File: src/hw/rtl/tdl_pkg.sv
// Package of the threshold and dilate block: sizes, codes, payload structs.
// Depends on nothing; every module of the block imports it.
`timescale 1ns / 1ps
package tdl_pkg;

    // Frame size limits.
    localparam int MAX_WIDTH  = 1024;
    localparam int MAX_HEIGHT = 1024;

    // Column index, width size, row index and height size widths.
    localparam int COL_W = $clog2(MAX_WIDTH);
    localparam int WSZ_W = COL_W + 1;
    localparam int ROW_W = $clog2(MAX_HEIGHT);
    localparam int HSZ_W = ROW_W + 1;

    // Configuration port.
    localparam int CFG_IDX_W  = 2;
    localparam int CFG_DATA_W = 11;
    localparam int CFG_SIZE_W = 11;
    localparam logic [CFG_IDX_W-1:0] CFG_IMAGE_WIDTH    = CFG_IDX_W'(0);
    localparam logic [CFG_IDX_W-1:0] CFG_IMAGE_HEIGHT   = CFG_IDX_W'(1);
    localparam logic [CFG_IDX_W-1:0] CFG_GRAY_THRESHOLD = CFG_IDX_W'(2);
    localparam int CFG_WIDTH_RESET  = 640;
    localparam int CFG_HEIGHT_RESET = 480;
    localparam int CFG_THR_RESET    = 128;

    // Pixel data and the gray conversion.
    localparam int PIX_W       = 8;
    localparam int GRAY_SUM_W  = 16;
    localparam int GRAY_KB     = 30;
    localparam int GRAY_KG     = 150;
    localparam int GRAY_KR     = 76;
    localparam int GRAY_SHIFT  = 8;
    localparam logic [PIX_W-1:0] PIX_BLACK = '0;
    localparam logic [PIX_W-1:0] PIX_WHITE = '1;

    // Request kinds.
    localparam logic OP_PIXEL = 1'b0;
    localparam logic OP_DRAIN = 1'b1;

    // Window geometry: three rows per column, two rows kept per line entry.
    localparam int WIN_ROWS = 3;
    localparam int LS_W     = 2;

    typedef struct packed {
        logic             operation;
        logic [PIX_W-1:0] blue;
        logic [PIX_W-1:0] green;
        logic [PIX_W-1:0] red;
    } t_in_item;

    typedef struct packed {
        logic [PIX_W-1:0] pixel_value;
        logic             last_of_frame;
    } t_out_item;

    // Control and data handed from the front stage to the window stage.
    typedef struct packed {
        logic                pixel;
        logic [PIX_W-1:0]    gray;
        logic [COL_W-1:0]    addr;
        logic                vx_zero;
        logic                emit;
        logic                last;
        logic [WIN_ROWS-1:0] rows;
        logic                left_en;
    } t_stage;

    function automatic logic [WSZ_W-1:0] eff_width(input logic [CFG_SIZE_W-1:0] v);
        logic [WSZ_W-1:0] r;
        if (v == '0) begin
            r = WSZ_W'(1);
        end else if (int'(v) > MAX_WIDTH) begin
            r = WSZ_W'(MAX_WIDTH);
        end else begin
            r = WSZ_W'(v);
        end
        return r;
    endfunction

    function automatic logic [HSZ_W-1:0] eff_height(input logic [CFG_SIZE_W-1:0] v);
        logic [HSZ_W-1:0] r;
        if (v == '0) begin
            r = HSZ_W'(1);
        end else if (int'(v) > MAX_HEIGHT) begin
            r = HSZ_W'(MAX_HEIGHT);
        end else begin
            r = HSZ_W'(v);
        end
        return r;
    endfunction

    // Row counter that sticks at all ones, which is above any frame height.
    function automatic logic [HSZ_W-1:0] row_sat_inc(input logic [HSZ_W-1:0] r);
        logic [HSZ_W-1:0] n;
        if (&r) begin
            n = r;
        end else begin
            n = r + HSZ_W'(1);
        end
        return n;
    endfunction

endpackage

File: src/hw/rtl/tdl_cell.sv
// One column cell of the 3x3 mark window, three row bits wide.
// Depends on tdl_pkg.
`timescale 1ns / 1ps
module tdl_cell (
    input  logic                         i_clk,
    input  logic                         i_rst_n,
    input  logic                         i_shift,
    input  logic                         i_clear,
    input  logic [tdl_pkg::WIN_ROWS-1:0] i_col,
    input  logic [tdl_pkg::WIN_ROWS-1:0] i_rows,
    input  logic                         i_en,
    output logic [tdl_pkg::WIN_ROWS-1:0] o_col,
    output logic                         o_hit
);
    import tdl_pkg::*;

    logic [WIN_ROWS-1:0] r_col;

    always_ff @(posedge i_clk) begin
        if (!i_rst_n) begin
            r_col <= '0;
        end else if (i_clear) begin
            r_col <= '0;
        end else if (i_shift) begin
            r_col <= i_col;
        end
    end

    // The cell reports a hit, when enabled, if any of its rows inside the frame is marked.
    assign o_col = r_col;
    assign o_hit = i_en && (|(r_col & i_rows));

endmodule

File: src/hw/rtl/tdl_line_buf.sv
// Line buffer holding the marks of the two previous rows for each column.
// Depends on tdl_pkg; one write and one registered read per cycle.
`timescale 1ns / 1ps
module tdl_line_buf (
    input  logic                      i_clk,
    input  logic                      i_rst_n,
    input  logic                      i_rd_en,
    input  logic [tdl_pkg::COL_W-1:0] i_rd_addr,
    input  logic                      i_wr_en,
    input  logic [tdl_pkg::COL_W-1:0] i_wr_addr,
    input  logic [tdl_pkg::LS_W-1:0]  i_wr_data,
    output logic [tdl_pkg::LS_W-1:0]  o_rd_data
);
    import tdl_pkg::*;

    logic [LS_W-1:0] mem [MAX_WIDTH];
    logic [LS_W-1:0] r_rd_data;
    logic [LS_W-1:0] r_fwd_data;
    logic            r_fwd;

    always_ff @(posedge i_clk) begin
        if (i_wr_en) begin
            mem[i_wr_addr] <= i_wr_data;
        end
        if (i_rd_en) begin
            r_rd_data  <= mem[i_rd_addr];
            r_fwd_data <= i_wr_data;
        end
    end

    // A read that meets a write to the same column in the same cycle takes
    // the new data, which only happens for one-pixel-wide frames.
    always_ff @(posedge i_clk) begin
        if (!i_rst_n) begin
            r_fwd <= 1'b0;
        end else if (i_rd_en) begin
            r_fwd <= i_wr_en && (i_wr_addr == i_rd_addr);
        end
    end

    assign o_rd_data = r_fwd ? r_fwd_data : r_rd_data;

endmodule

File: src/hw/rtl/tdl_ctrl.sv
// Front stage: position counters, frame sequencing and gray conversion.
// Depends on tdl_pkg; feeds the line buffer address and the window stage.
`timescale 1ns / 1ps
module tdl_ctrl (
    input  logic                      i_clk,
    input  logic                      i_rst_n,
    input  logic                      i_accept,
    input  tdl_pkg::t_in_item         i_item,
    input  logic [tdl_pkg::WSZ_W-1:0] i_width,
    input  logic [tdl_pkg::HSZ_W-1:0] i_height,
    input  logic                      i_advance,
    output logic [tdl_pkg::COL_W-1:0] o_rd_addr,
    output logic                      o_valid,
    output tdl_pkg::t_stage           o_stage
);
    import tdl_pkg::*;

    logic [COL_W-1:0] r_icol;
    logic [HSZ_W-1:0] r_irow;
    logic [COL_W-1:0] r_ox;
    logic [ROW_W-1:0] r_oy;
    logic             r_done;
    logic             r_valid;
    t_stage           r_stage;

    logic [COL_W-1:0]      n_icol;
    logic [HSZ_W-1:0]      n_irow;
    logic [COL_W-1:0]      n_ox;
    logic [ROW_W-1:0]      n_oy;
    logic                  n_done;
    logic                  drain;
    logic                  take;
    logic [COL_W-1:0]      vx;
    logic [HSZ_W-1:0]      vy;
    logic [WSZ_W-1:0]      vx_inc;
    logic [HSZ_W-1:0]      row_nx;
    logic [WSZ_W-1:0]      ox_inc;
    logic [HSZ_W-1:0]      oy_inc;
    logic                  emit;
    logic                  last;
    logic [GRAY_SUM_W-1:0] gray_sum;
    t_stage                stage_nx;

    always_comb begin
        drain = (i_item.operation == OP_DRAIN);
        take  = i_accept && (drain == r_done);

        // A column left past the width by a size change wraps before use.
        if ({1'b0, r_icol} >= i_width) begin
            vx = '0;
            vy = row_sat_inc(r_irow);
        end else begin
            vx = r_icol;
            vy = r_irow;
        end
        vx_inc = {1'b0, vx} + WSZ_W'(1);
        row_nx = row_sat_inc(vy);
        ox_inc = {1'b0, r_ox} + WSZ_W'(1);
        oy_inc = {1'b0, r_oy} + HSZ_W'(1);

        emit = (vy >= HSZ_W'(2)) || ((vy == HSZ_W'(1)) && (vx != '0));
        last = (ox_inc >= i_width) && (oy_inc >= i_height);

        gray_sum = GRAY_SUM_W'(GRAY_KB * int'(i_item.blue))
                 + GRAY_SUM_W'(GRAY_KG * int'(i_item.green))
                 + GRAY_SUM_W'(GRAY_KR * int'(i_item.red));

        stage_nx.pixel   = !drain;
        stage_nx.gray    = PIX_W'(gray_sum >> GRAY_SHIFT);
        stage_nx.addr    = vx;
        stage_nx.vx_zero = (vx == '0);
        stage_nx.emit    = emit;
        stage_nx.last    = emit && last;
        stage_nx.rows    = {oy_inc < i_height, 1'b1, r_oy != '0};
        stage_nx.left_en = (r_ox != '0);

        n_icol = r_icol;
        n_irow = r_irow;
        n_ox   = r_ox;
        n_oy   = r_oy;
        n_done = r_done;
        if (take) begin
            if (vx_inc >= i_width) begin
                n_icol = '0;
                n_irow = row_nx;
                n_done = r_done || (row_nx >= i_height);
            end else begin
                n_icol = vx_inc[COL_W-1:0];
                n_irow = vy;
            end
            if (emit) begin
                if (last) begin
                    n_icol = '0;
                    n_irow = '0;
                    n_ox   = '0;
                    n_oy   = '0;
                    n_done = 1'b0;
                end else if (ox_inc >= i_width) begin
                    n_ox = '0;
                    n_oy = oy_inc[ROW_W-1:0];
                end else begin
                    n_ox = ox_inc[COL_W-1:0];
                end
            end
        end
    end

    always_ff @(posedge i_clk) begin
        if (!i_rst_n) begin
            r_icol  <= '0;
            r_irow  <= '0;
            r_ox    <= '0;
            r_oy    <= '0;
            r_done  <= 1'b0;
            r_valid <= 1'b0;
        end else begin
            r_icol <= n_icol;
            r_irow <= n_irow;
            r_ox   <= n_ox;
            r_oy   <= n_oy;
            r_done <= n_done;
            if (i_accept) begin
                r_valid <= take;
            end else if (i_advance) begin
                r_valid <= 1'b0;
            end
        end
    end

    always_ff @(posedge i_clk) begin
        if (take) begin
            r_stage <= stage_nx;
        end
    end

    assign o_rd_addr = vx;
    assign o_valid   = r_valid;
    assign o_stage   = r_stage;

endmodule

File: src/hw/rtl/threshold_dilate_3x3_core.sv
// Threshold and 3x3 binary dilation of an RGB raster stream, top level.
// A result is registered in the front stage, then in the output register, from the
// request completing its window, width+1 requests after its own pixel. One request
// per cycle unless stalled, as the line buffer reads and writes once per cycle.
// Reset (synchronous, active low) clears counters, window and registers to defaults;
// the line buffer is not cleared, its stale entries are masked at the frame edges.
`timescale 1ns / 1ps
module threshold_dilate_3x3_core (
    input  logic                           i_clk,
    input  logic                           i_rst_n,
    input  logic                           i_in_valid,
    output logic                           o_in_stall,
    input  tdl_pkg::t_in_item              i_in_item,
    output logic                           o_out_valid,
    input  logic                           i_out_stall,
    output tdl_pkg::t_out_item             o_out_item,
    input  logic                           i_cfg_valid,
    output logic                           o_cfg_ready,
    input  logic [tdl_pkg::CFG_IDX_W-1:0]  i_cfg_index,
    input  logic [tdl_pkg::CFG_DATA_W-1:0] i_cfg_data
);
    import tdl_pkg::*;

    // Configuration. Sizes are held already clamped to the supported range,
    // so the counters compare against them directly.
    logic [WSZ_W-1:0] r_width;
    logic [HSZ_W-1:0] r_height;
    logic [PIX_W-1:0] r_threshold;

    // Output register that decouples the window stage from the consumer.
    logic      r_out_valid;
    t_out_item r_out_item;

    logic                accept;
    logic                advance;
    logic                out_free;
    logic                a_valid;
    t_stage              stage;
    logic [COL_W-1:0]    rd_addr;
    logic [LS_W-1:0]     ls_data;
    logic [LS_W-1:0]     ls_wr_data;
    logic                mark;
    logic [WIN_ROWS-1:0] col;
    logic [WIN_ROWS-1:0] c2_col;
    logic [WIN_ROWS-1:0] c1_col;
    logic                c2_hit;
    logic                c1_hit;
    logic                right_hit;
    logic                hit;

    // The register port is always ready; writes are expected only while idle.
    assign o_cfg_ready = 1'b1;

    always_ff @(posedge i_clk) begin
        if (!i_rst_n) begin
            r_width     <= WSZ_W'(CFG_WIDTH_RESET);
            r_height    <= HSZ_W'(CFG_HEIGHT_RESET);
            r_threshold <= PIX_W'(CFG_THR_RESET);
        end else if (i_cfg_valid) begin
            case (i_cfg_index)
                CFG_IMAGE_WIDTH: begin
                    r_width <= eff_width(i_cfg_data);
                end
                CFG_IMAGE_HEIGHT: begin
                    r_height <= eff_height(i_cfg_data);
                end
                CFG_GRAY_THRESHOLD: begin
                    r_threshold <= i_cfg_data[PIX_W-1:0];
                end
                default: begin
                end
            endcase
        end
    end

    // Handshake. The window stage completes a request whenever it produces
    // no result or the output register can take one. The front stage takes a
    // new request when it is empty or its current request completes, so a
    // stream flows at one request per cycle unless a result waits on a stall.
    assign out_free   = !r_out_valid || !i_out_stall;
    assign advance    = a_valid && (!stage.emit || out_free);
    assign o_in_stall = a_valid && !advance;
    assign accept     = i_in_valid && !o_in_stall;

    // Front stage: positions, frame sequencing, gray value and the line
    // buffer read address. Requests that do not fit the frame phase (pixels
    // during draining, drain ticks before the frame ends) are dropped here.
    tdl_ctrl u_ctrl (
        .i_clk     (i_clk),
        .i_rst_n   (i_rst_n),
        .i_accept  (accept),
        .i_item    (i_in_item),
        .i_width   (r_width),
        .i_height  (r_height),
        .i_advance (advance),
        .o_rd_addr (rd_addr),
        .o_valid   (a_valid),
        .o_stage   (stage)
    );

    // The line buffer is read when a request enters and written when it
    // leaves the window stage; the new entry keeps the row above and the
    // current mark.
    tdl_line_buf u_line_buf (
        .i_clk     (i_clk),
        .i_rst_n   (i_rst_n),
        .i_rd_en   (accept),
        .i_rd_addr (rd_addr),
        .i_wr_en   (advance),
        .i_wr_addr (stage.addr),
        .i_wr_data (ls_wr_data),
        .o_rd_data (ls_data)
    );

    // Window stage. The new column holds, from bit 0 up, the marks of two
    // rows above, one row above and the current row.
    assign mark       = stage.pixel && (stage.gray > r_threshold);
    assign col        = {mark, ls_data[1], ls_data[0]};
    assign ls_wr_data = {mark, ls_data[1]};

    // Two cells form the chain: the newest stored column is the center of
    // the output pixel and the older one is its left neighbor. The incoming
    // column is the right neighbor, except at the start of a row, where the
    // output pixel sits at the right edge of the previous row.
    tdl_cell u_cell_center (
        .i_clk   (i_clk),
        .i_rst_n (i_rst_n),
        .i_shift (advance && !stage.last),
        .i_clear (advance && stage.last),
        .i_col   (col),
        .i_rows  (stage.rows),
        .i_en    (1'b1),
        .o_col   (c2_col),
        .o_hit   (c2_hit)
    );

    tdl_cell u_cell_left (
        .i_clk   (i_clk),
        .i_rst_n (i_rst_n),
        .i_shift (advance && !stage.last),
        .i_clear (advance && stage.last),
        .i_col   (c2_col),
        .i_rows  (stage.rows),
        .i_en    (stage.left_en),
        .o_col   (c1_col),
        .o_hit   (c1_hit)
    );

    assign right_hit = !stage.vx_zero && (|(col & stage.rows));
    assign hit       = c2_hit || c1_hit || right_hit;

    always_ff @(posedge i_clk) begin
        if (!i_rst_n) begin
            r_out_valid <= 1'b0;
        end else if (advance && stage.emit) begin
            r_out_valid <= 1'b1;
        end else if (!i_out_stall) begin
            r_out_valid <= 1'b0;
        end
    end

    always_ff @(posedge i_clk) begin
        if (advance && stage.emit) begin
            r_out_item.pixel_value   <= hit ? PIX_WHITE : PIX_BLACK;
            r_out_item.last_of_frame <= stage.last;
        end
    end

    assign o_out_valid = r_out_valid;
    assign o_out_item  = r_out_item;

    // The left cell's column leaves the window after this stage.
    logic unused_left;
    assign unused_left = ^c1_col;

endmodule

File: config.mk
export PLATFORM = sky130hd
export DESIGN_NAME = threshold_dilate_3x3_core
export DESIGN_NICKNAME = d
export VERILOG_FILES = /design/src/hw/rtl/tdl_pkg.sv /design/src/hw/rtl/tdl_cell.sv /design/src/hw/rtl/tdl_line_buf.sv /design/src/hw/rtl/tdl_ctrl.sv /design/src/hw/rtl/threshold_dilate_3x3_core.sv
export SDC_FILE = /design/constraint.sdc
export NUM_CORES = 2
export LEC_CHECK = 0
export BUFFER_PORTS_ARGS = -buffer_cell sky130_fd_sc_hd__buf_2
export CAP_MARGIN = 40
export CORE_UTILIZATION = 45
export CTS_CLUSTER_DIAMETER = 150
export DETAILED_ROUTE_END_ITERATION = 8
export GPL_ROUTABILITY_DRIVEN = 0
export PLACE_DENSITY = 0.63
export SLEW_MARGIN = 20
export SYNTH_ARGS = -nofsm -noshare
export SYNTH_HDL_FRONTEND = slang
export SYNTH_SLANG_ARGS = --single-unit
export TNS_END_PERCENT = 30
File: constraint.sdc
create_clock -name i_clk -period 16.2 [get_ports i_clk]
set_input_delay 3.24 -clock i_clk [delete_from_list [all_inputs] [get_ports i_clk]]
set_output_delay 3.24 -clock i_clk [all_outputs]
set_load 0.01 [all_outputs]
Yosys cells after proc, flatten, opt, wreduce, memory -nomap -nowiden
Memory sizes are Yosys's and may differ from the RTL's. A register that Yosys moved wholly into a read port is not among the register bits.
Index checks and enable logic that the tools add are counted.

word-level totals
  output and inout port bits = 12
  bits of input ports = 43
  word-level logic and storage cells = 128
  register bits after elaboration = 117
  memories kept = 1
  memory bits (writable) = 2048

memory list
  name            depth  width  rd ports  clocked after memory_dff  wr ports  RTL line            text
  u_line_buf.mem  1024   2      1         1                         1         tdl_line_buf.sv:16  logic [LS_W-1:0] mem [MAX_WIDTH];

operators by class
  $add $sub $neg = 7
  reduce and logical (&&, ||, !) cells = 47
  multiply operators = 3
  bitwise gates (word level) = 4
  equal/unequal tests = 6
  order comparisons = 9
  muxes and demuxes = 27

operators by type and width
  kind                                                                     count
  11-bit 2-to-1 mux                                                        8
  10-bit 2-to-1 mux                                                        8
  11-bit >= comparator                                                     4
  10-bit by 1-bit adder with 11-bit output (second input constant)         3
  16-bit adder                                                             2
  10-bit nonzero test                                                      3
  11-bit by 1-bit adder with 11-bit output (second input constant)         2
  11-bit AND reduction                                                     2
  7-bit by 8-bit multiplier with 15-bit output (first input constant)      1
  1-bit logical AND                                                        14
  5-bit by 8-bit multiplier with 13-bit output (first input constant)      1
  4-bit by 8-bit multiplier with 12-bit output (first input constant)      1
  11-bit by 1-bit == test with 1-bit output (second input constant)        1
  10-bit by 11-bit >= comparator with 1-bit output                         1
  11-bit by 2-bit >= comparator with 1-bit output (second input constant)  1
  11-bit > comparator (second input constant)                              1
  11-bit zero test                                                         1
  11-bit less-than comparator                                              1
  10-bit == test                                                           1
  10-bit zero test                                                         1
  3-bit bitwise AND                                                        3
  1-bit 2-to-1 mux                                                         9
  3-bit OR reduction                                                       3
  8-bit > comparator                                                       1
  14 further kinds                                                         30

Longest topological paths before layout
  depth after elaboration = 10
  mapped depth = 32
  gate-level depth less buffers = 26

By module
A second synthesis with hierarchy kept.

second synthesis, totals
  cell total of the unflattened synthesis = 5985
  area, all modules = 94254.1 um^2

by module, submodules not included
  module                     sequential area each (um^2)  times used  area an instance (um^2)  cells an instance
  tdl_line_buf               61639.1                      1           83920.5                  4796
  tdl_ctrl                   1611.5                       1           8463.1                   973
  threshold_dilate_3x3_core  680.7                        1           1622.8                   192
  tdl_cell                   60.1                         2           123.9                    12

Least setup slack after synthesis
Ideal clock, no wire load.

  path kind = register to register
  start = register u_ctrl.r_stage (netlist bit u_ctrl.o_stage[18])
  end = memory u_line_buf.mem[0][1], data pin
  setup time = 2.525 ns
  buffers on the path = 0
  slack = 1.500 ns
  arrival = 12.175 ns
  stages on the path, launching flop included = 8
  required time = 13.675 ns
  clock period less this slack = 14.700 ns
  cells stage by stage = edfxtp_1 -> ha_1 -> nor2b_1 -> o21ai_0 -> nand2b_1 -> a21oi_1 -> o21ai_0 -> o211a_1

on the way
  longest elaborated chain between the ends = 2

RTL lines
  item                      RTL line                          text
  start: declaration        tdl_ctrl.sv:24                    t_stage r_stage;
  start signal: assignment  tdl_ctrl.sv:132                   r_stage <= stage_nx;
  8-bit > comparator        threshold_dilate_3x3_core.sv:117  assign mark = stage.pixel && (stage.gray > r_threshold);
  1-bit logical AND         threshold_dilate_3x3_core.sv:117
  named net mark            threshold_dilate_3x3_core.sv:42   logic mark;
  end: declaration          tdl_line_buf.sv:16

The timed path passes the listed nets, and every way through them passes these cells.

Worst setup path in the final report
  start = input i_in_item[16] in the netlist's numbering
  end = register u_ctrl.r_stage (netlist bit u_ctrl.o_stage[24]), data pin

on the way
  longest elaborated chain between the ends = 3

RTL lines
  item                                          RTL line                         text
  start: declaration                            threshold_dilate_3x3_core.sv:13  input tdl_pkg::t_in_item i_in_item,
  4-bit by 8-bit multiplier with 12-bit output  tdl_ctrl.sv:64                   gray_sum = GRAY_SUM_W'(GRAY_KB * int'(i_item.blue))
  16-bit adder                                  tdl_ctrl.sv:65                   + GRAY_SUM_W'(GRAY_KG * int'(i_item.green))
  16-bit adder                                  tdl_ctrl.sv:66                   + GRAY_SUM_W'(GRAY_KR * int'(i_item.red));
  named net u_ctrl.gray_sum[15]                 tdl_ctrl.sv:41                   logic [GRAY_SUM_W-1:0] gray_sum;

The timed path passes the listed nets, and every way through them passes these cells.
A chain may end at the register's enable or synchronous reset.

==> results.json <==
{
  "fin_area_mm2": 0.107,
  "start_kind": "input pin",
  "io_buffers": 53,
  "detail-route-antenna-nets": 0,
  "crit_type": "input pin to register",
  "pwr-share-comb_pct": 10.5,
  "final-max-slew-violation-count": 0,
  "grt_pass1_wl_mm": 475,
  "synth_top_family_by_area": "compound AO/OA/AOI/OAI gates",
  "ys_seq_area_share_pct": 67.5,
  "ys_ff_latch": 2160,
  "cts_root_buf": "clkbuf_16",
  "first_global_vias": 63300,
  "die_area_mm2": 0.213,
  "syn_area_mm2": 0.0949,
  "fin_crit_sh_pct": 45.6,
  "drc": 0,
  "clock.fmax_ghz": 0.135,
  "synth_xor_area_share_pct": 0.755,
  "intPower_mw": 9.64,
  "layout-drive-gt1-share_pct": 13.2,
  "end_kind": "register",
  "clkPwrFrac_pct": 39.0,
  "post_cts_resized": 0,
  "area_growth_pct": 12.4,
  "power_switching_mw": 3.18,
  "synth_area_leader_cell": "edfxtp_1",
  "drt_iter0_drc": 11500,
  "synth_ff_type": "edfxtp_1",
  "finClkSkew_ns": 0.0465,
  "syn_nets": 7370,
  "synth_area_leaders": "edfxtp_1 (66%), nor2_1 (5.0%), mux2i_1 (3.2%)",
  "rows": 168,
  "vias": 66800,
  "relSlewSlack_pct": 17.8,
  "clock-sinks": 2160,
  "final.setup.tns_ns": 0,
  "vias_per_cell": 6.57,
  "core_area_mm2": 0.210,
  "status": "complete, no violations",
  "nNetsFinal": 7385,
  "grt_antenna_before_repair": 31,
  "grtUsageTotal_pct": 31.7,
  "cts_buffers": 217,
  "synth_warnings": 0,
  "synthCells": 7134,
  "postSynthAreaPerCell_um2": 13.3,
  "insertion_delay_ns": 0.92,
  "dieWidth_um": 461,
  "grt_max_degree": 236,
  "dr.pass1.iters": 7,
  "synth_edf_count": 2079,
  "hold_path.class": "register to register",
  "rsz0062_at_grt": "no",
  "crit_fanout": 3,
  "cts_tree": "yes",
  "drv_cap": 0,
  "cts_buffer_depth": 3,
  "post_drt_wl_per_cell_um": 33.7,
  "pwr_density_cell_mw_per_mm2": 120,
  "synth-compound-area-share_pct": 9.68,
  "ios": 55,
  "clkTransAtPathRegs_ns": 0.06,
  "hpwl_mm": 206,
  "fin_crit_ns": 7.39,
  "finalPower_mw": 12.8,
  "power_frac_seq_pct": 50.4,
  "synthArstFlopShare_pct": 0,
  "hold_buffers": 0,
  "synth.top_cell.area_share_pct": 65.8,
  "post_cts_buffers": 0,
  "synthMuxAreaShare_pct": 6.64,
  "drt-total-wl_mm": 342,
  "worstPathRequired_ns": 16.83,
  "gr-total-overflow": 0,
  "finalHoldViolCount": 0,
  "worst_pin_slew_ns": 1.23,
  "post_synth_and_or_nand_nor_area_fraction_pct": 9.63,
  "cp_data_arrival_time_ns": 8.02,
  "irDropWorstVdd_v": 0.000116,
  "final-setup-viol-count": 0,
  "p_leak_nw": 34.3,
  "die_h_um": 461,
  "dpl_cell_area_mm2": 0.0994,
  "swShare_pct": 24.8,
  "synth-adder-area-share_pct": 2.82,
  "ys_types": 102,
  "initial_core_util_pct": 45.3,
  "h-tree-depth": 4
}
-- placed cells by master, fill, tap and decap left out, types with 31 or more instances in the layout --
cell	n
edfxtp_1	2079
nor2_1	1252
nand2_1	367
mux2i_1	307
a21oi_1	289
o21ai_0	229
buf_4	221
clkbuf_16	218
ha_1	158
inv_1	154
o22ai_1	136
mux2_2	110
o221ai_1	96
nand3_1	95
mux4_2	88
dfxtp_1	77
a211oi_1	76
nor3_1	73
buf_2	70
o211ai_1	68
clkinv_1	64
a31oi_1	60
nor2b_1	59
xnor2_1	49
a221oi_1	49
clkinv_2	46
and3_1	45
clkbuf_1	41
fa_1	35
a22oi_1	34
xor2_1	31
-- kinds of logic after synthesis --
logic type / after synthesis
buffers and inverters: 708
other: 1
AO/OA/AOI/OAI: 1352
flip-flops: 2160
multiplexers: 506
XOR/XNOR: 81
adder cells (fa/ha/maj): 193
AND/OR/NAND/NOR: 2133
-- worst max-delay path, stage by stage --
cell	delay (ns)
buf_2	0.14
fa_1	0.60
fa_1	0.46
ha_1	0.30
a21o_1	0.17
a21oi_1	0.22
nor2_1	0.06
nor2_1	0.10
nor2_1	0.06
o21ai_0	0.20
nand2b_1	0.08
a21oi_1	0.23
xnor2_1	0.16
fa_1	0.56
inv_1	0.05
ha_1	0.19
or3_1	0.40
o2111ai_1	0.24
a21boi_0	0.15
o21a_1	0.21
nor2_1	0.13
xnor2_1	0.07
-- cells in the mapped netlist (all sizes together) (32+ instances only) --
library cell	count
o22ai	136
o21ai	237
clkbuf	379
ha	158
nor2	1261
nor3	86
a21oi	289
mux2	111
fa	35
xnor2	49
a31oi	61
dfxtp	81
mux2i	307
buf	166
xor2	32
nand3	100
and3	47
a221oi	49
nor2b	60
inv	160
mux4	88
a211oi	78
o221ai	96
a22oi	34
edfxtp	2079
o211ai	70
nand2	409
-- through the flow --
stage	hold WS, ns	instances	util [%]	setup WS [ns]
2_1_floorplan	0.443	7134	-	1.50
3_3_place_gp	0.459	9660	47.0	7.92
3_5_place_dp	0.458	9716	47.4	7.89
4_1_cts	0.467	10100	50.8	8.79
5_1_grt	0.499	10100	50.9	8.43
6_report	0.464	10200	50.9	8.81
-- final timing paths --
| kind | startpoint | endpoint | slack, ns | depth (start not counted) |
|---|---|---|---|---|
| worst max-delay path | i_in_item[16] | u_ctrl.o_stage[24] | 8.81 | 22 |
| worst min-delay path | r_width[4] | r_width[4] | 0.46 | 2 |
| worst max register to register | u_ctrl.r_icol[0] | u_ctrl.r_irow[0] | 9.04 | 20 |
| worst min register to register | r_width[4] | r_width[4] | 0.46 | 2 |
-- power groups by stage --
| stage | clock [mW] | sequential (mW) | combinational, mW |
|---|---|---|---|
| finish | 5.00 | 6.47 | 1.35 |
| global route | 5.22 | 6.47 | 1.46 |
| CTS | 5.01 | 6.47 | 1.31 |
| detailed placement | 0 | 6.59 | 1.30 |
| global placement | 0 | 6.59 | 1.26 |
| floorplan | 0 | 6.90 | 0.817 |
-- sequential cells by signal, indices dropped and copies added (netlist names), 2 cells and up --
signal and count:
u_line_buf.r_rd_data 2, u_ctrl.o_stage 25, u_ctrl.r_irow 11, u_line_buf.r_fwd_data 2
u_line_buf.mem 2048, o_out_item 2, u_ctrl.r_oy 10, r_threshold 8
u_ctrl.r_icol 10, u_cell_center.o_col 3, u_cell_left.o_col 3, r_width 11
u_ctrl.r_ox 10, r_height 11
-- final cells by class --
type / instances / area [um^2]
Fill cell: 17800 / 103000
Antenna cell: 15 / 37.5
Clock buffer: 259 / 5610
Inverter: 163 / 626
Tap cell: 2805 / 3510
Clock inverter: 148 / 1390
Sequential cell: 2160 / 64100
Timing Repair Buffer: 341 / 3060
Multi-Input combinational cell: 4266 / 28400
-- per-layer routing --
layer / track usage, % / wire length, um / share of wire (%)
met5: 0 / 307 / 0.090
met4: 16.0 / 19800 / 5.8
met3: 11.2 / 52100 / 15
met2: 45.8 / 146000 / 43
met1: 42.1 / 124000 / 36
Power figures use the tool's default switching activity.
